### config.mk
export PLATFORM = sky130hd
export DESIGN_NAME = xor_checked_response_deframer_flat
export DESIGN_NICKNAME = d
export VERILOG_FILES = /design/src/hdl/xcrd_pkg.sv /design/src/hdl/xcrd_ifs.sv /design/src/hdl/xcrd_csr.sv /design/src/hdl/xcrd_core.sv /design/src/hdl/xor_checked_response_deframer.sv /design/src/flat_wrapper.sv
export SDC_FILE = /design/constraint.sdc
export NUM_CORES = 1
export LEC_CHECK = 0
export ABC_AREA = 1
export BUFFER_PORTS_ARGS = -buffer_cell sky130_fd_sc_hd__buf_2
export CORE_ASPECT_RATIO = 0.6
export CORE_UTILIZATION = 45
export DETAILED_ROUTE_END_ITERATION = 10
export PLACE_DENSITY_LB_ADDON = 0.05
export SYNTH_ARGS = -nofsm -noshare
export SYNTH_HDL_FRONTEND = slang
export SYNTH_SLANG_ARGS = --single-unit
### constraint.sdc
create_clock -name clock -period 2.7 [get_ports clock]
set_clock_uncertainty 0.15 [all_clocks]
set_input_delay 0.135 -clock clock [delete_from_list [all_inputs] [get_ports clock]]
set_output_delay 0.135 -clock clock [all_outputs]
set_load 0.02 [all_outputs]
### src/hdl/xcrd_pkg.sv
// Shared types and constants for the XOR-checked response deframer.
package xcrd_pkg;

   localparam int unsigned BYTE_W  = 8;
   localparam int unsigned MIN_W   = 3;
   localparam int unsigned POS_W   = 9;
   localparam int unsigned CSR_IDX_W = 3;

   typedef enum logic [2:0] {
      KIND_NONE   = 3'd0,
      KIND_BYTE   = 3'd1,
      KIND_FRAME  = 3'd2,
      KIND_ANSWER = 3'd3,
      KIND_ERROR  = 3'd4
   } kind_type;

   typedef enum logic [2:0] {
      ERR_TOO_SHORT = 3'd0,
      ERR_PREFIX    = 3'd1,
      ERR_COUNTER   = 3'd2,
      ERR_ADDRESS   = 3'd3,
      ERR_ZERO_LEN  = 3'd4,
      ERR_TRUNCATED = 3'd5,
      ERR_CHECKSUM  = 3'd6
   } err_type;

   // register indexes on the csr port
   localparam logic [CSR_IDX_W-1:0] CSR_PREFIX     = 3'd0;
   localparam logic [CSR_IDX_W-1:0] CSR_COUNTER    = 3'd1;
   localparam logic [CSR_IDX_W-1:0] CSR_SENT_ADDR  = 3'd2;
   localparam logic [CSR_IDX_W-1:0] CSR_NO_ADDR    = 3'd3;
   localparam logic [CSR_IDX_W-1:0] CSR_BROADCAST  = 3'd4;
   localparam logic [CSR_IDX_W-1:0] CSR_MIN_BYTES  = 3'd5;

   localparam logic [BYTE_W-1:0] BROADCAST_RESET = 8'hFF;
   localparam logic [MIN_W-1:0]  MIN_BYTES_RESET = 3'd6;

   typedef struct packed {
      logic [BYTE_W-1:0] prefix_value;
      logic [BYTE_W-1:0] expected_counter;
      logic [BYTE_W-1:0] sent_address;
      logic [BYTE_W-1:0] no_address_value;
      logic [BYTE_W-1:0] broadcast_value;
      logic [MIN_W-1:0]  min_answer_bytes;
   } cfg_type;

   typedef struct packed {
      kind_type          result_kind;
      logic [BYTE_W-1:0] out_byte;
      err_type           error_code;
   } result_type;

endpackage

### src/hdl/xcrd_ifs.sv
// Valid/ready channel interfaces for received bytes and deframer results.
interface xcrd_req_if;
   logic       valid;
   logic       ready;
   logic [7:0] rx_byte;
   logic       last_byte;

   modport source (output valid, output rx_byte, output last_byte, input ready);
   modport sink   (input valid, input rx_byte, input last_byte, output ready);
endinterface

interface xcrd_rsp_if;
   logic       valid;
   logic       ready;
   logic [2:0] result_kind;
   logic [7:0] out_byte;
   logic [2:0] error_code;

   modport source (output valid, output result_kind, output out_byte, output error_code,
                   input ready);
   modport sink   (input valid, input result_kind, input out_byte, input error_code,
                   output ready);
endinterface

### src/hdl/xcrd_csr.sv
// Configuration register file of the deframer.
module xcrd_csr import xcrd_pkg::*; (
   input  logic                 clock,
   input  logic                 reset,
   input  logic                 csr_write,
   input  logic [CSR_IDX_W-1:0] csr_index,
   input  logic [BYTE_W-1:0]    csr_data,
   output cfg_type              cfg
);

   cfg_type cfg_ff;
   cfg_type cfg_in;

   always_comb begin
      cfg_in = cfg_ff;
      if (csr_write) begin
         unique case (csr_index)
            CSR_PREFIX:    cfg_in.prefix_value     = csr_data;
            CSR_COUNTER:   cfg_in.expected_counter = csr_data;
            CSR_SENT_ADDR: cfg_in.sent_address     = csr_data;
            CSR_NO_ADDR:   cfg_in.no_address_value = csr_data;
            CSR_BROADCAST: cfg_in.broadcast_value  = csr_data;
            CSR_MIN_BYTES: cfg_in.min_answer_bytes = csr_data[MIN_W-1:0];
            default:       cfg_in = cfg_ff;
         endcase
      end
   end

   always_ff @(posedge clock) begin
      if (reset) begin
         cfg_ff.prefix_value     <= '0;
         cfg_ff.expected_counter <= '0;
         cfg_ff.sent_address     <= '0;
         cfg_ff.no_address_value <= '0;
         cfg_ff.broadcast_value  <= BROADCAST_RESET;
         cfg_ff.min_answer_bytes <= MIN_BYTES_RESET;
      end else begin
         cfg_ff <= cfg_in;
      end
   end

   assign cfg = cfg_ff;

endmodule

### src/hdl/xcrd_core.sv
// Per-byte frame checker: frame state and the result of one byte.
module xcrd_core import xcrd_pkg::*; (
   input  logic              clock,
   input  logic              reset,
   input  logic              step,
   input  logic [BYTE_W-1:0] rx_byte,
   input  logic              last_byte,
   input  cfg_type           cfg,
   output result_type        result
);

   logic [POS_W-1:0]  pos_ff,    pos_in;
   logic [BYTE_W-1:0] len_ff,    len_in;
   logic [BYTE_W-1:0] xor_ff,    xor_in;
   logic              held_ff,   held_in;
   err_type           code_ff,   code_in;
   logic              failed_ff, failed_in;

   logic              provisional;
   logic              at_check;
   logic [POS_W:0]    count;
   logic              enough;
   logic              addr_bad;

   assign count  = {1'b0, pos_ff} + (POS_W+1)'(1);
   assign enough = count >= (POS_W+1)'(cfg.min_answer_bytes);
   assign addr_bad = (rx_byte == cfg.no_address_value) || (rx_byte == cfg.broadcast_value) ||
                     ((rx_byte != cfg.sent_address) &&
                      (cfg.sent_address != cfg.broadcast_value));

   always_comb begin
      pos_in      = pos_ff;
      len_in      = len_ff;
      xor_in      = xor_ff;
      held_in     = held_ff;
      code_in     = code_ff;
      failed_in   = failed_ff;
      provisional = 1'b0;
      at_check    = 1'b0;
      result.result_kind = KIND_NONE;
      result.out_byte    = '0;
      result.error_code  = ERR_TOO_SHORT;

      if (failed_ff) begin
         // rest of a failed answer is dropped
         if (last_byte) begin
            pos_in = '0; len_in = '0; xor_in = '0; held_in = 1'b0; failed_in = 1'b0;
         end
      end else begin
         if (!held_ff) begin
            priority if (pos_ff == POS_W'(0)) begin
               xor_in = '0;
               if (rx_byte != cfg.prefix_value) begin
                  held_in = 1'b1; code_in = ERR_PREFIX;
               end
            end else if (pos_ff == POS_W'(1)) begin
               xor_in = rx_byte;
               if (rx_byte != cfg.expected_counter) begin
                  held_in = 1'b1; code_in = ERR_COUNTER;
               end
            end else if (pos_ff == POS_W'(2)) begin
               xor_in = xor_ff ^ rx_byte;
               if (addr_bad) begin
                  held_in = 1'b1; code_in = ERR_ADDRESS;
               end else begin
                  provisional = 1'b1;
               end
            end else if (pos_ff == POS_W'(3)) begin
               xor_in = xor_ff ^ rx_byte;
               len_in = rx_byte;
               if (rx_byte == '0) begin
                  held_in = 1'b1; code_in = ERR_ZERO_LEN;
               end else begin
                  provisional = 1'b1;
               end
            end else if (pos_ff < POS_W'(4) + POS_W'(len_ff)) begin
               xor_in = xor_ff ^ rx_byte;
               provisional = 1'b1;
            end else begin
               at_check = 1'b1;
            end
         end

         priority if (last_byte && !enough) begin
            result.result_kind = KIND_ERROR;
            result.error_code  = ERR_TOO_SHORT;
            pos_in = '0; len_in = '0; xor_in = '0; held_in = 1'b0; failed_in = 1'b0;
         end else if (held_in && enough) begin
            result.result_kind = KIND_ERROR;
            result.error_code  = code_in;
            if (last_byte) begin
               pos_in = '0; len_in = '0; xor_in = '0; held_in = 1'b0;
            end else begin
               failed_in = 1'b1;
            end
         end else if (at_check) begin
            pos_in = '0; len_in = '0; xor_in = '0; held_in = 1'b0;
            if (rx_byte != xor_ff) begin
               result.result_kind = KIND_ERROR;
               result.error_code  = ERR_CHECKSUM;
               failed_in = !last_byte;
            end else if (last_byte) begin
               result.result_kind = KIND_ANSWER;
            end else begin
               result.result_kind = KIND_FRAME;
            end
         end else if (last_byte) begin
            result.result_kind = KIND_ERROR;
            result.error_code  = ERR_TRUNCATED;
            pos_in = '0; len_in = '0; xor_in = '0; held_in = 1'b0;
         end else begin
            pos_in = pos_ff + POS_W'(1);
            if (provisional) begin
               result.result_kind = KIND_BYTE;
               result.out_byte    = rx_byte;
            end
         end
      end
   end

   always_ff @(posedge clock) begin
      if (reset) begin
         pos_ff    <= '0;
         len_ff    <= '0;
         xor_ff    <= '0;
         held_ff   <= 1'b0;
         code_ff   <= ERR_TOO_SHORT;
         failed_ff <= 1'b0;
      end else if (step) begin
         pos_ff    <= pos_in;
         len_ff    <= len_in;
         xor_ff    <= xor_in;
         held_ff   <= held_in;
         code_ff   <= code_in;
         failed_ff <= failed_in;
      end
   end

endmodule

### src/hdl/xor_checked_response_deframer.sv
// Top level of the XOR-checked response deframer.
// Usage:
//  - req: one received answer byte per transaction, last_byte marks the
//    final byte of the answer. rsp: exactly one result transaction per byte
//    (nothing, provisional byte, frame good, answer good or error + code).
//  - csr: write enable, index 0..5 and 8-bit data; the user must write it only
//    while no byte is in flight (unchecked). Indexes beyond 5 are ignored.
//  - Path: an accepted byte goes into the input register, the checker
//    works out its result from there, the result goes into the result
//    register and is offered on rsp from it.
//  - Throughput: one byte per cycle unless rsp stalls, held by the frame
//    state update in the checker between the input and result registers.
//  - Reset (synchronous): registers to defaults (broadcast 0xFF, minimum 6),
//    frame state cleared, both pipeline registers empty.
//  - rsp stall: the result register holds; the input register still takes
//    one more byte if empty, then req.ready drops until rsp drains.
module xor_checked_response_deframer import xcrd_pkg::*; (
   input  logic                 clock,
   input  logic                 reset,
   xcrd_req_if.sink             req_if,
   xcrd_rsp_if.source           rsp_if,
   input  logic                 csr_write,
   input  logic [CSR_IDX_W-1:0] csr_index,
   input  logic [BYTE_W-1:0]    csr_data
);

   cfg_type    cfg;
   result_type result;

   // input register
   logic              in_valid_ff;
   logic [BYTE_W-1:0] in_byte_ff;
   logic              in_last_ff;

   // result register
   logic              out_valid_ff;
   result_type        out_ff;

   logic              step;

   // a byte is processed when the result register is free or draining
   assign step = in_valid_ff && (!out_valid_ff || rsp_if.ready);
   assign req_if.ready = !in_valid_ff || step;

   xcrd_csr u_csr (
      .clock     (clock),
      .reset     (reset),
      .csr_write (csr_write),
      .csr_index (csr_index),
      .csr_data  (csr_data),
      .cfg       (cfg)
   );

   xcrd_core u_core (
      .clock     (clock),
      .reset     (reset),
      .step      (step),
      .rx_byte   (in_byte_ff),
      .last_byte (in_last_ff),
      .cfg       (cfg),
      .result    (result)
   );

   always_ff @(posedge clock) begin
      if (reset) begin
         in_valid_ff <= 1'b0;
      end else if (req_if.ready) begin
         in_valid_ff <= req_if.valid;
      end
   end

   always_ff @(posedge clock) begin
      if (req_if.ready && req_if.valid) begin
         in_byte_ff <= req_if.rx_byte;
         in_last_ff <= req_if.last_byte;
      end
   end

   always_ff @(posedge clock) begin
      if (reset) begin
         out_valid_ff <= 1'b0;
      end else if (!out_valid_ff || rsp_if.ready) begin
         out_valid_ff <= in_valid_ff;
      end
   end

   always_ff @(posedge clock) begin
      if (step) begin
         out_ff <= result;
      end
   end

   assign rsp_if.valid       = out_valid_ff;
   assign rsp_if.result_kind = out_ff.result_kind;
   assign rsp_if.out_byte    = out_ff.out_byte;
   assign rsp_if.error_code  = out_ff.error_code;

endmodule
### src/flat_wrapper.sv
// flat-port wrapper written by rule: the top's interface ports become plain ports
module xor_checked_response_deframer_flat import xcrd_pkg::*;
  (clock, reset, csr_write, csr_index, csr_data, req_if_valid, req_if_rx_byte, req_if_last_byte, req_if_ready, rsp_if_valid, rsp_if_result_kind, rsp_if_out_byte, rsp_if_error_code, rsp_if_ready);
  xcrd_req_if req_if_i ();
  xcrd_rsp_if rsp_if_i ();
  input  logic clock;
  input  logic reset;
  input  logic csr_write;
  input  logic [CSR_IDX_W-1:0] csr_index;
  input  logic [BYTE_W-1:0] csr_data;
  input wire logic [$bits(req_if_i.valid)-1:0] req_if_valid;
  input wire logic [$bits(req_if_i.rx_byte)-1:0] req_if_rx_byte;
  input wire logic [$bits(req_if_i.last_byte)-1:0] req_if_last_byte;
  output wire logic [$bits(req_if_i.ready)-1:0] req_if_ready;
  output wire logic [$bits(rsp_if_i.valid)-1:0] rsp_if_valid;
  output wire logic [$bits(rsp_if_i.result_kind)-1:0] rsp_if_result_kind;
  output wire logic [$bits(rsp_if_i.out_byte)-1:0] rsp_if_out_byte;
  output wire logic [$bits(rsp_if_i.error_code)-1:0] rsp_if_error_code;
  input wire logic [$bits(rsp_if_i.ready)-1:0] rsp_if_ready;
  assign req_if_i.valid = req_if_valid;
  assign req_if_i.rx_byte = req_if_rx_byte;
  assign req_if_i.last_byte = req_if_last_byte;
  assign req_if_ready = req_if_i.ready;
  assign rsp_if_valid = rsp_if_i.valid;
  assign rsp_if_result_kind = rsp_if_i.result_kind;
  assign rsp_if_out_byte = rsp_if_i.out_byte;
  assign rsp_if_error_code = rsp_if_i.error_code;
  assign rsp_if_i.ready = rsp_if_ready;
  xor_checked_response_deframer u_core (.clock(clock), .reset(reset), .req_if(req_if_i), .rsp_if(rsp_if_i), .csr_write(csr_write), .csr_index(csr_index), .csr_data(csr_data));
endmodule
==> results of run 1 <==
[cell usage after synthesis (5+ instances only)]
cell	n	share of area, %
xor2_1	19	2.8
inv_2	10	0.63
a21boi_0	5	0.63
edfxtp_1	23	12
nand4_1	14	1.5
a21oi_1	68	5.7
dfxtp_1	75	25
nand3_1	30	2.5
o21ai_0	75	6.3
xnor2_1	22	3.3
nor3_1	8	0.68
buf_4	12	1.5
nand2_1	197	12
clkbuf_1	15	0.95
nor2_2	5	0.53
o211ai_1	10	1.3
inv_1	88	5.6
ha_1	16	3.4
nor2_1	118	7.5
[sequential cells by signal (all words and copies together), names as in the netlist, 3 cells and up]
register and flops:
u_core.u_core.code_ff 3, u_core.rsp_if.error_code 3, u_core.u_csr.cfg 43, u_core.rsp_if.out_byte 8
u_core.u_core.len_ff 8, u_core.u_core.pos_ff 9, u_core.rsp_if.result_kind 3, u_core.u_core.xor_ff 8
u_core.in_byte_ff 8
[power groups by stage]
stage / Combinational [mW] / Clock (mW) / Sequential, mW
final: 1.02 / 1.28 / 1.64
after global routing: 1.12 / 1.38 / 1.65
after CTS: 0.907 / 1.32 / 1.64
after detailed placement: 0.868 / 0 / 1.68
after global placement: 0.858 / 0 / 1.67
after floorplan: 0.558 / 0 / 1.67
[worst max-delay path, cell delays in order, from the launching register on]
cell and delay (ns):
edfxtp_1 0.57, inv_2 0.13, buf_4 0.18, nand2_1 0.07, a21oi_1 0.18, nand2_1 0.07
nor4_1 0.40, buf_4 0.22, inv_1 0.07, nand2_2 0.07, nand2_1 0.06, nor2_2 0.09
o21ai_1 0.07, nand2_1 0.07, inv_1 0.04
[routing by layer]
layer,vias up,share of wire (%),GRT usage (%)
li1,2966,-,-
met4,0,0.84,4.966
met2,179,40,36.46
met1,2699,51,41.81
met3,17,7.9,5.455
met5,-,0,0
[cells by family (layout without fill, tap and decap cells)]
logic type	Yosys count	after routing	share of synthesized area, %
xor+xnor	41	41	6.065
buf+inv	132	246	9.552
compound gates	171	171	15.64
simple gates	391	392	28.34
fa+ha+maj	16	16	3.381
flops	98	98	37.02
[cells in the final DEF, fill, tap and decap left out, drive strengths merged]
| cell | Yosys | layout |
|---|---|---|
| nand2 | 203 | 203 |
| nor2 | 125 | 125 |
| buf | 17 | 113 |
| inv | 98 | 102 |
| o21ai | 79 | 79 |
| dfxtp | 75 | 75 |
| a21oi | 71 | 71 |
| nand3 | 33 | 34 |
| edfxtp | 23 | 23 |
| xnor2 | 22 | 22 |
| xor2 | 19 | 19 |
| dlygate4sd3 | 0 | 18 |
| nand4 | 16 | 16 |
| ha | 16 | 16 |
| o211ai | 10 | 10 |
| nor3 | 10 | 10 |
| clkbuf | 16 | 9 |
| a21boi | 5 | 5 |
| clkinv | 1 | 4 |
| or2 | 2 | 2 |
| a22oi | 2 | 2 |
| o22ai | 2 | 2 |
| o2111ai | 1 | 1 |
| o21bai | 1 | 1 |
| nor4 | 1 | 1 |
| and3 | 1 | 1 |
[through the flow]
stage          power, mW  hold WS (ns)  instance area, um^2  setup TNS, ns  worst slack, ns
2_1_floorplan      2.231       0.08387                 5921              0         0.006336
3_3_place_gp       2.532        0.1615                 6605        -0.2915         -0.05908
3_5_place_dp       2.545        0.1631                 6605         -1.376          -0.1455
4_1_cts            3.868      0.009316                 7122              0          0.01535
5_1_grt            4.141       0.03273                 7446         -2.852          -0.1488
6_report           3.944      0.007000                 7446              0          0.02692
[worst min-delay path by stage]
| stage | from | to | slack (ns) |
|---|---|---|---|
| after CTS | csr_data[2] | u_core.u_csr.cfg[29] | 0.009 |
| after detailed placement | req_if_rx_byte[0] | u_core.in_byte_ff[0] | 0.16 |
| after global routing | csr_data[2] | u_core.u_csr.cfg[2] | 0.03 |
| final | csr_data[2] | u_core.u_csr.cfg[29] | 0.007 |
| after floorplan | req_if_rx_byte[0] | u_core.in_byte_ff[0] | 0.08 |
| after global placement | req_if_rx_byte[2] | u_core.in_byte_ff[2] | 0.16 |
[what timing repair did]
| item | 4_1_cts | 5_1_grt |
|---|---|---|
| endpoints found under the setup margin | 26 | 40 |
| pin swaps | 4 | 17 |
| hold buffers | 18 | 0 |
| gates resized for setup | 12 | 75 |
| hold endpoints to repair | 33 | 0 |
| buffers inserted | 0 | 11 |
| gates cloned | 0 | 1 |
[area by class of cell]
type                       count  share of cell area, %
clock inverter                 7                 0.9242
inverter                      99                  5.024
tap                          170                  2.857
multi-input combinational    620                  45.79
sequential                    98                  29.61
timing repair buffer         131                  12.77
clock buffer                   9                  3.025
==> flow_summary.ini, run 1 <==
[clock_tree]
cts_tree = yes
cts_made_buffers = 9
clkTransAtPathRegs_ns = 0.08
insertion_delay_ns = 0.35
cts-root-buf = clkbuf_16
clockBufferDepth = 2
clock-sinks = 98
cts.htree.levels = 3

[final_layout]
fin_nets = 1000
fin_cells = 1134
num_antenna_cells = 0
nFillCells = 1209
areaGrowthSynthToFinish_pct = 25.76
regArea_mm2 = 0.002205
layout-drive-gt1-share_pct = 22.72
final_util_pct = 57.93
multiInputGateArea_mm2 = 0.003410

[synthesis]
synthesis.instances = 849
synthesis.nets = 890
synth_ff_type = dfxtp_1
synth.distinct_cells = 43
yosysWarnings = 0
synth_edf_count = 23
syn_area_mm2 = 0.005921
synth-seq-cells = 98
synth-async-reset-ratio_pct = 0
syn_avg_cell_area_um2 = 6.974
ys_seq_area_share_pct = 37.02

[place]
globalplace.congestion = 0.9189
io_buffers = 40
dp_cells = 1088
dp.final_hpwl_mm = 12.83

[grt]
antenna_found_initial = 0
grt_pass1_wl_mm = 27.82
track_usage_pct = 26.54
grt_max_degree = 46
overflow = 0
grt_pass1_vias = 5292

[sta]
setup_violations = 0
worstMarginPinSlew_ns = 0.6675
rsz0062_at_grt = true
drv_slew = 0
finalCritPeriodShare_pct = 99.00
timing.final.hold_violations = 0
max_slew_margin_pct = 55.38
max_freq_ghz = 0.3741
final.min_clock_period_ns = 2.673

[pwr]
p_int_mw = 2.622
p_switching_mw = 1.322
powerDensity_mw_per_mm2 = 529.7
combPwrFrac_pct = 25.8
clock_power_share_pct = 32.6
swShare_pct = 33.52
ir_worst_vdd_mv = 0.3289
pwr-share-seq_pct = 41.6
leakage_nw = 3.363

[routing]
drt_wl_total_mm = 17.81
dr.first_iter.drc_count = 526
ant_nets = 0
drc_errors = 0
viasPerCell = 5.168
wire_per_inst_um = 15.71
dr.pass1.iters = 5
dr_total_vias = 5861

[floorplan]
dieArea_mm2 = 0.01363
io_pins = 41
start_util_pct = 46.07
core_region_area_mm2 = 0.01285
dieWidth_um = 150.1
num_rows = 32
fp.dieH_um = 90.85

[job]
drv_cap = 0

[critical_path]
reg2reg_depth = 14
cp_max_fo = 5
worstReg2RegStart = u_core.in_byte_ff[2]
critPathArrivalTime_ns = 2.64
cp-end-kind = flip-flop
cp_data_required_time_ns = 2.67
startpoint_type = flip-flop
startpoint = u_core.in_byte_ff[2]
timing.rr.end = u_core.rsp_if.result_kind[2]
endpoint = u_core.rsp_if.result_kind[2]
worstSetupPathType = flip-flop to flip-flop
r2r_setup_slack_ns = 0.03

[outcome]
outcome = completed

[worst_hold_path]
min_path_cells = 3
hp-class = input port to flip-flop
Note: power is estimated with default switching activity, not from simulation.
==> run 2, diff against run 1 <==
Settings changed: BUFFER_PORTS_ARGS -buffer_cell sky130_fd_sc_hd__buf_2 to -buffer_cell sky130_fd_sc_hd__buf_4.
==> run 2 against run 1 <==
  * Sequential cell count unchanged
  * Final cell count fell by 0.79%
  * Global-route usage about the same
  * Setup slack better by 0.043 ns
  * Non-clock buffer count is 9 lower
  * Combinational power about the same
  * Clock power barely moved
  * Critical endpoint is now u_core.rsp_if.out_byte[7]
  * Largest cell class unchanged
==> flow_summary.ini, run 2 (synthesis gave the netlist of run 1 again) <==
[worst_hold_path]
min_path_cells = 5
holdPathEnd = u_core.u_csr.cfg[3]
hp-class = input port to flip-flop
min_from = csr_index[0]

[routing]
wire_per_inst_um = 15.29
drc_errors = 0
ant_nets = 0
dr.first_iter.drc_count = 376
dr.pass1.iters = 6
drt_wl_total_mm = 17.20
dr_total_vias = 5797
viasPerCell = 5.153

[place]
dp.final_hpwl_mm = 12.69
globalplace.congestion = 0.9476
io_buffers = 40
dp_slack_ns = -0.1417

[clock_tree]
clockBufferDepth = 2
clkTransAtPathRegs_ns = 0.08
cts.htree.levels = 3
cts-root-buf = clkbuf_16
clock-sinks = 98
insertion_delay_ns = 0.35
cts_tree = yes
cts_made_buffers = 9

[pwr]
ir_worst_vdd_mv = 0.3022
powerDensity_mw_per_mm2 = 530.7
leakage_nw = 3.342

[critical_path]
cp-end-kind = flip-flop
cp_max_fo = 5
cp_data_required_time_ns = 2.76
worstSetupPathType = flip-flop to flip-flop
startpoint = u_core.u_core.len_ff[2]
worstReg2RegStart = u_core.u_core.len_ff[2]
startpoint_type = flip-flop
reg2reg_depth = 15
critPathArrivalTime_ns = 2.69
r2r_setup_slack_ns = 0.07
timing.rr.end = u_core.rsp_if.out_byte[7]

[final_layout]
regArea_mm2 = 0.002198
fin_nets = 991
largest_reg_flops = 43
multiInputGateArea_mm2 = 0.003390
layout_commonest_cell = nand2_1
final_util_pct = 58.15
layout-drive-gt1-share_pct = 20.84
nFillCells = 1219
num_antenna_cells = 0
areaGrowthSynthToFinish_pct = 26.23
final_cell_mix = nand2_1, nor2_1, buf_4, inv_1, dfxtp_1

[sta]
drv_slew = 0
max_freq_ghz = 0.3802
final.min_clock_period_ns = 2.630
timing.final.hold_violations = 0
worstMarginPinSlew_ns = 0.6109
setup_ws_ns = 0.07007
finalCritPeriodShare_pct = 97.40
setup_violations = 0
rsz0062_at_grt = true
fin_tns_setup_ns = 0
max_slew_margin_pct = 59.16

[floorplan]
fp.dieH_um = 90.85
dieArea_mm2 = 0.01363
dieWidth_um = 150.1
core_region_area_mm2 = 0.01285
start_util_pct = 46.07
num_rows = 32
io_pins = 41

[grt]
grt_pass1_wl_mm = 28.08
grt_max_degree = 46
antenna_found_initial = 0
track_usage_pct = 26.55
overflow = 0
grt_pass1_vias = 5451

[outcome]
outcome = completed

[job]
drv_cap = 0
## run 2: worst max path at each step
stage                                   end  slack [ns]  cells after the start
4_1_cts        u_core.rsp_if.result_kind[2]       0.001                     14
5_1_grt        u_core.rsp_if.result_kind[2]       -0.09                     18
3_5_place_dp      u_core.rsp_if.out_byte[5]       -0.14                     15
2_1_floorplan  u_core.rsp_if.result_kind[2]       0.006                     18
6_report          u_core.rsp_if.out_byte[7]        0.07                     15
3_3_place_gp   u_core.rsp_if.result_kind[0]       -0.01                     12
## run 2: area by class of cell
class / count / share of cell area (%)
Sequential cell: 98 / 29.42
Multi-Input combinational cell: 620 / 45.35
Inverter: 99 / 5.073
Clock buffer: 9 / 3.014
Timing Repair Buffer: 122 / 13.33
Tap cell: 170 / 2.846
Clock inverter: 7 / 0.9710
## run 2: stage by stage
step / hold slack, ns / cells / area (um^2) / power [mW]
2_1_floorplan: 0.08387 / 849 / 5921 / 2.231
3_3_place_gp: 0.1632 / 1084 / 6675 / 2.544
3_5_place_dp: 0.1644 / 1084 / 6675 / 2.557
4_1_cts: 0.005308 / 1121 / 7226 / 3.891
5_1_grt: 0.06749 / 1125 / 7473 / 4.165
6_report: 0.01655 / 1125 / 7473 / 3.966
## run 2: layer usage
| metal | vias to the layer above | part of all wire [%] | track usage (%) |
|---|---|---|---|
| li1 | 2943 | - | - |
| met4 | 0 | 0.62 | 4.798 |
| met3 | 7 | 6.3 | 4.646 |
| met5 | - | 0 | 0 |
| met1 | 2665 | 53 | 41.85 |
| met2 | 182 | 40 | 37.08 |
## run 2: power by group
| group | leakage (nW) | switching (mW) | internal, mW | total, mW |
|---|---|---|---|---|
| logic | 2.37 | 0.612 | 0.412 | 1.02 |
| registers | 0.832 | 0.0719 | 1.58 | 1.65 |
| clock network | 0.143 | 0.638 | 0.654 | 1.29 |
| total | 3.34 | 1.32 | 2.64 | 3.97 |
## run 2: timing repair
| action | CTS | global route |
|---|---|---|
| hold endpoints to repair | 51 | 0 |
| pin swaps | 6 | 25 |
| setup buffers | 0 | 4 |
| hold buffers | 20 | 0 |
| setup endpoints to repair | 35 | 40 |
| resized for setup | 15 | 61 |
| gates cloned | 1 | 0 |
## run 2: critical path, cell delays in order, from the launching register on
cell	delay, ns
dfxtp_2	0.33
ha_1	0.20
buf_4	0.14
xnor2_2	0.12
ha_1	0.30
nand2_1	0.09
nor2_1	0.04
o211ai_1	0.10
o2111ai_2	0.17
nand2_2	0.13
buf_6	0.11
inv_4	0.03
nor3_4	0.17
buf_6	0.14
nand3_4	0.13
nor2_1	0.14
==> run 3, diff against run 2 <==
Settings changed: PLACE_DENSITY from default to 0.73, PLACE_DENSITY_LB_ADDON 0.05 to default.
==> run 3 against run 2 <==
  * Non-clock buffer count rose by 7
  * Total power rose by 3.4%
  * Combinational power rose by 4%
  * Fmax fell by 0.53%
  * Cell area rose by 1.0%
  * Sequential share of layout area fell by 0.19 points
  * Highest routed layer unchanged
  * Routed wire length decreased by 0.69%
  * Via count up 0.38%
  * Register-to-register slack about the same
  * Sequential power barely moved
==> flow_summary.ini, run 3 (synthesis gave the netlist of run 1 again) <==
[pwr]
p_int_mw = 2.801
powerDensity_mw_per_mm2 = 543.3
swShare_pct = 31.69
leakage_nw = 3.401
p_switching_mw = 1.300
ir_worst_vdd_mv = 0.3170
pwr-share-seq_pct = 40.1
clock_power_share_pct = 34.1
combPwrFrac_pct = 25.8

[critical_path]
path_depth = 15
cp_max_fo = 5
critical_path.top_delay_family = simple AND/OR/NAND/NOR gates
worstReg2RegStart = u_core.u_core.len_ff[4]
cp_cell_sequence = nand3_2 > nor3_2 > xor2_1 > ha_1 > nand2_4 > nor2_4 > o211ai_1 > o2111ai_2 > nand2_2 > buf_6 > inv_2 > nor3_2 > buf_4 > nand3_4 > nor2_2
r2r_setup_slack_ns = 0.06
startpoint = u_core.u_core.len_ff[4]
slowest_delay_ns = 0.37
reg2reg_depth = 15
critPathArrivalTime_ns = 2.70
worstSetupPathType = flip-flop to flip-flop
crit_top_cell = nor3_2
timing.rr.end = u_core.rsp_if.out_byte[3]
cp_slowest_cell = dfxtp_2
cp_data_required_time_ns = 2.76
startpoint_type = flip-flop
cp-end-kind = flip-flop
critPathBufInv = 3

[sta]
timing.final.hold_violations = 0
rsz0062_at_grt = true
final.min_clock_period_ns = 2.644
finalCritPeriodShare_pct = 97.92
hold-worst-slack_ns = 0.03953
max_freq_ghz = 0.3782
max_slew_margin_pct = 38.54
drv_slew = 0
setup_violations = 0
worstMarginPinSlew_ns = 0.9162

[place]
globalplace.congestion = 0.9434
io_buffers = 40
dp.final_hpwl_mm = 11.94

[routing]
drc_errors = 0
drt_wl_total_mm = 17.09
wire_per_inst_um = 15.09
dr.pass1.iters = 6
ant_nets = 0
dr.first_iter.drc_count = 692
dr_total_vias = 5819
viasPerCell = 5.140

[grt]
grt_pass1_wl_mm = 26.06
antenna_found_initial = 0
track_usage_pct = 24.92
grt_max_degree = 36
grt_pass1_vias = 4960
overflow = 0

[clock_tree]
clockBufferDepth = 2
clkTransAtPathRegs_ns = 0.07
cts_tree = yes
cts-root-buf = clkbuf_16
cts.htree.levels = 3
insertion_delay_ns = 0.35
cts_made_buffers = 9
clock-sinks = 98

[worst_hold_path]
min_path_cells = 5
min_from = csr_index[1]
hp-class = input port to flip-flop
holdPathEnd = u_core.u_csr.cfg[0]

[outcome]
outcome = completed

[floorplan]
io_pins = 41
start_util_pct = 46.07
dieWidth_um = 150.1
dieArea_mm2 = 0.01363
fp.dieH_um = 90.85
num_rows = 32
core_region_area_mm2 = 0.01285

[final_layout]
final_util_pct = 58.73
num_antenna_cells = 0
layout_commonest_cell = nand2_1
largest_reg_flops = 43
areaGrowthSynthToFinish_pct = 27.49
fin_nets = 998
final_cell_mix = nand2_1, nor2_1, buf_4, inv_1
layout-drive-gt1-share_pct = 20.79

[job]
drv_cap = 0
run 3: cell types whose count changed in the layout (fill, tap and decap cells not counted), sizes merged:
cell / before / now
clkinv: 4 / 3
buf: 102 / 106
inv: 101 / 100
dlygate4sd3: 20 / 22
clkbuf: 9 / 12
bufinv: 0 / 1
clkinvlp: 1 / 0
run 3: what timing repair did:
item	4_1_cts	5_1_grt
hold endpoints to repair	57	0
hold buffers	22	0
gates resized for setup	13	54
setup endpoints to repair	39	39
cloned	0	3
pin swaps	5	12
setup buffers	0	10
run 3: worst max-delay path by stage:
| stage | to | slack (ns) |
|---|---|---|
| detailed placement | u_core.rsp_if.result_kind[2] | -0.15 |
| finish | u_core.rsp_if.out_byte[3] | 0.06 |
| global placement | u_core.rsp_if.result_kind[2] | 0.001 |
| floorplan | u_core.rsp_if.result_kind[2] | 0.006 |
| global route | u_core.rsp_if.result_kind[2] | -0.06 |
| CTS | u_core.rsp_if.error_code[0] | -0.004 |
run 3: area by class of cell:
type | count | area [um^2]
repair buffers | 129 | 1076
flip-flops and latches | 98 | 2206
well taps | 170 | 212.7
inverters | 99 | 376.6
clock buffers | 11 | 254.0
multi-input cells | 620 | 3356
clock inverters | 5 | 67.56
fillers | 1174 | 5304
run 3: metal layers:
metal	share of wire (%)	global-route usage [%]	wire length, um	up-vias
met5	0	0	0	-
met1	50	39.18	8626	2597
li1	-	-	-	2962
met2	40	33.95	6797	252
met3	9.0	5.202	1537	8
met4	0.73	5.303	124	0
run 3: tightest hold or removal path, delay by kind of cell:
family,cells,cell delay [ns]
and+or+nand+nor,3,0.19
buffers and inverters,2,0.17
run 3: power groups by stage:
stage / clock [mW] / combinational (mW) / sequential, mW
final: 1.40 / 1.06 / 1.64
after detailed placement: 0 / 0.859 / 1.68
after floorplan: 0 / 0.558 / 1.67
after global placement: 0 / 0.850 / 1.68
after CTS: 1.41 / 0.907 / 1.65
after global routing: 1.47 / 1.14 / 1.65
run 3: through the flow:
stage	total power, mW	instances	setup slack, ns	setup TNS, ns	area (um^2)
after detailed placement	2.537	1081	-0.1488	-1.819	6653
after global placement	2.525	1081	0.001391	0	6653
after global routing	4.264	1132	-0.06136	-0.5827	7548
after floorplan	2.231	849	0.006336	0	5921
after CTS	3.958	1119	-0.003948	-0.003948	7243
final	4.101	1132	0.05618	0	7548
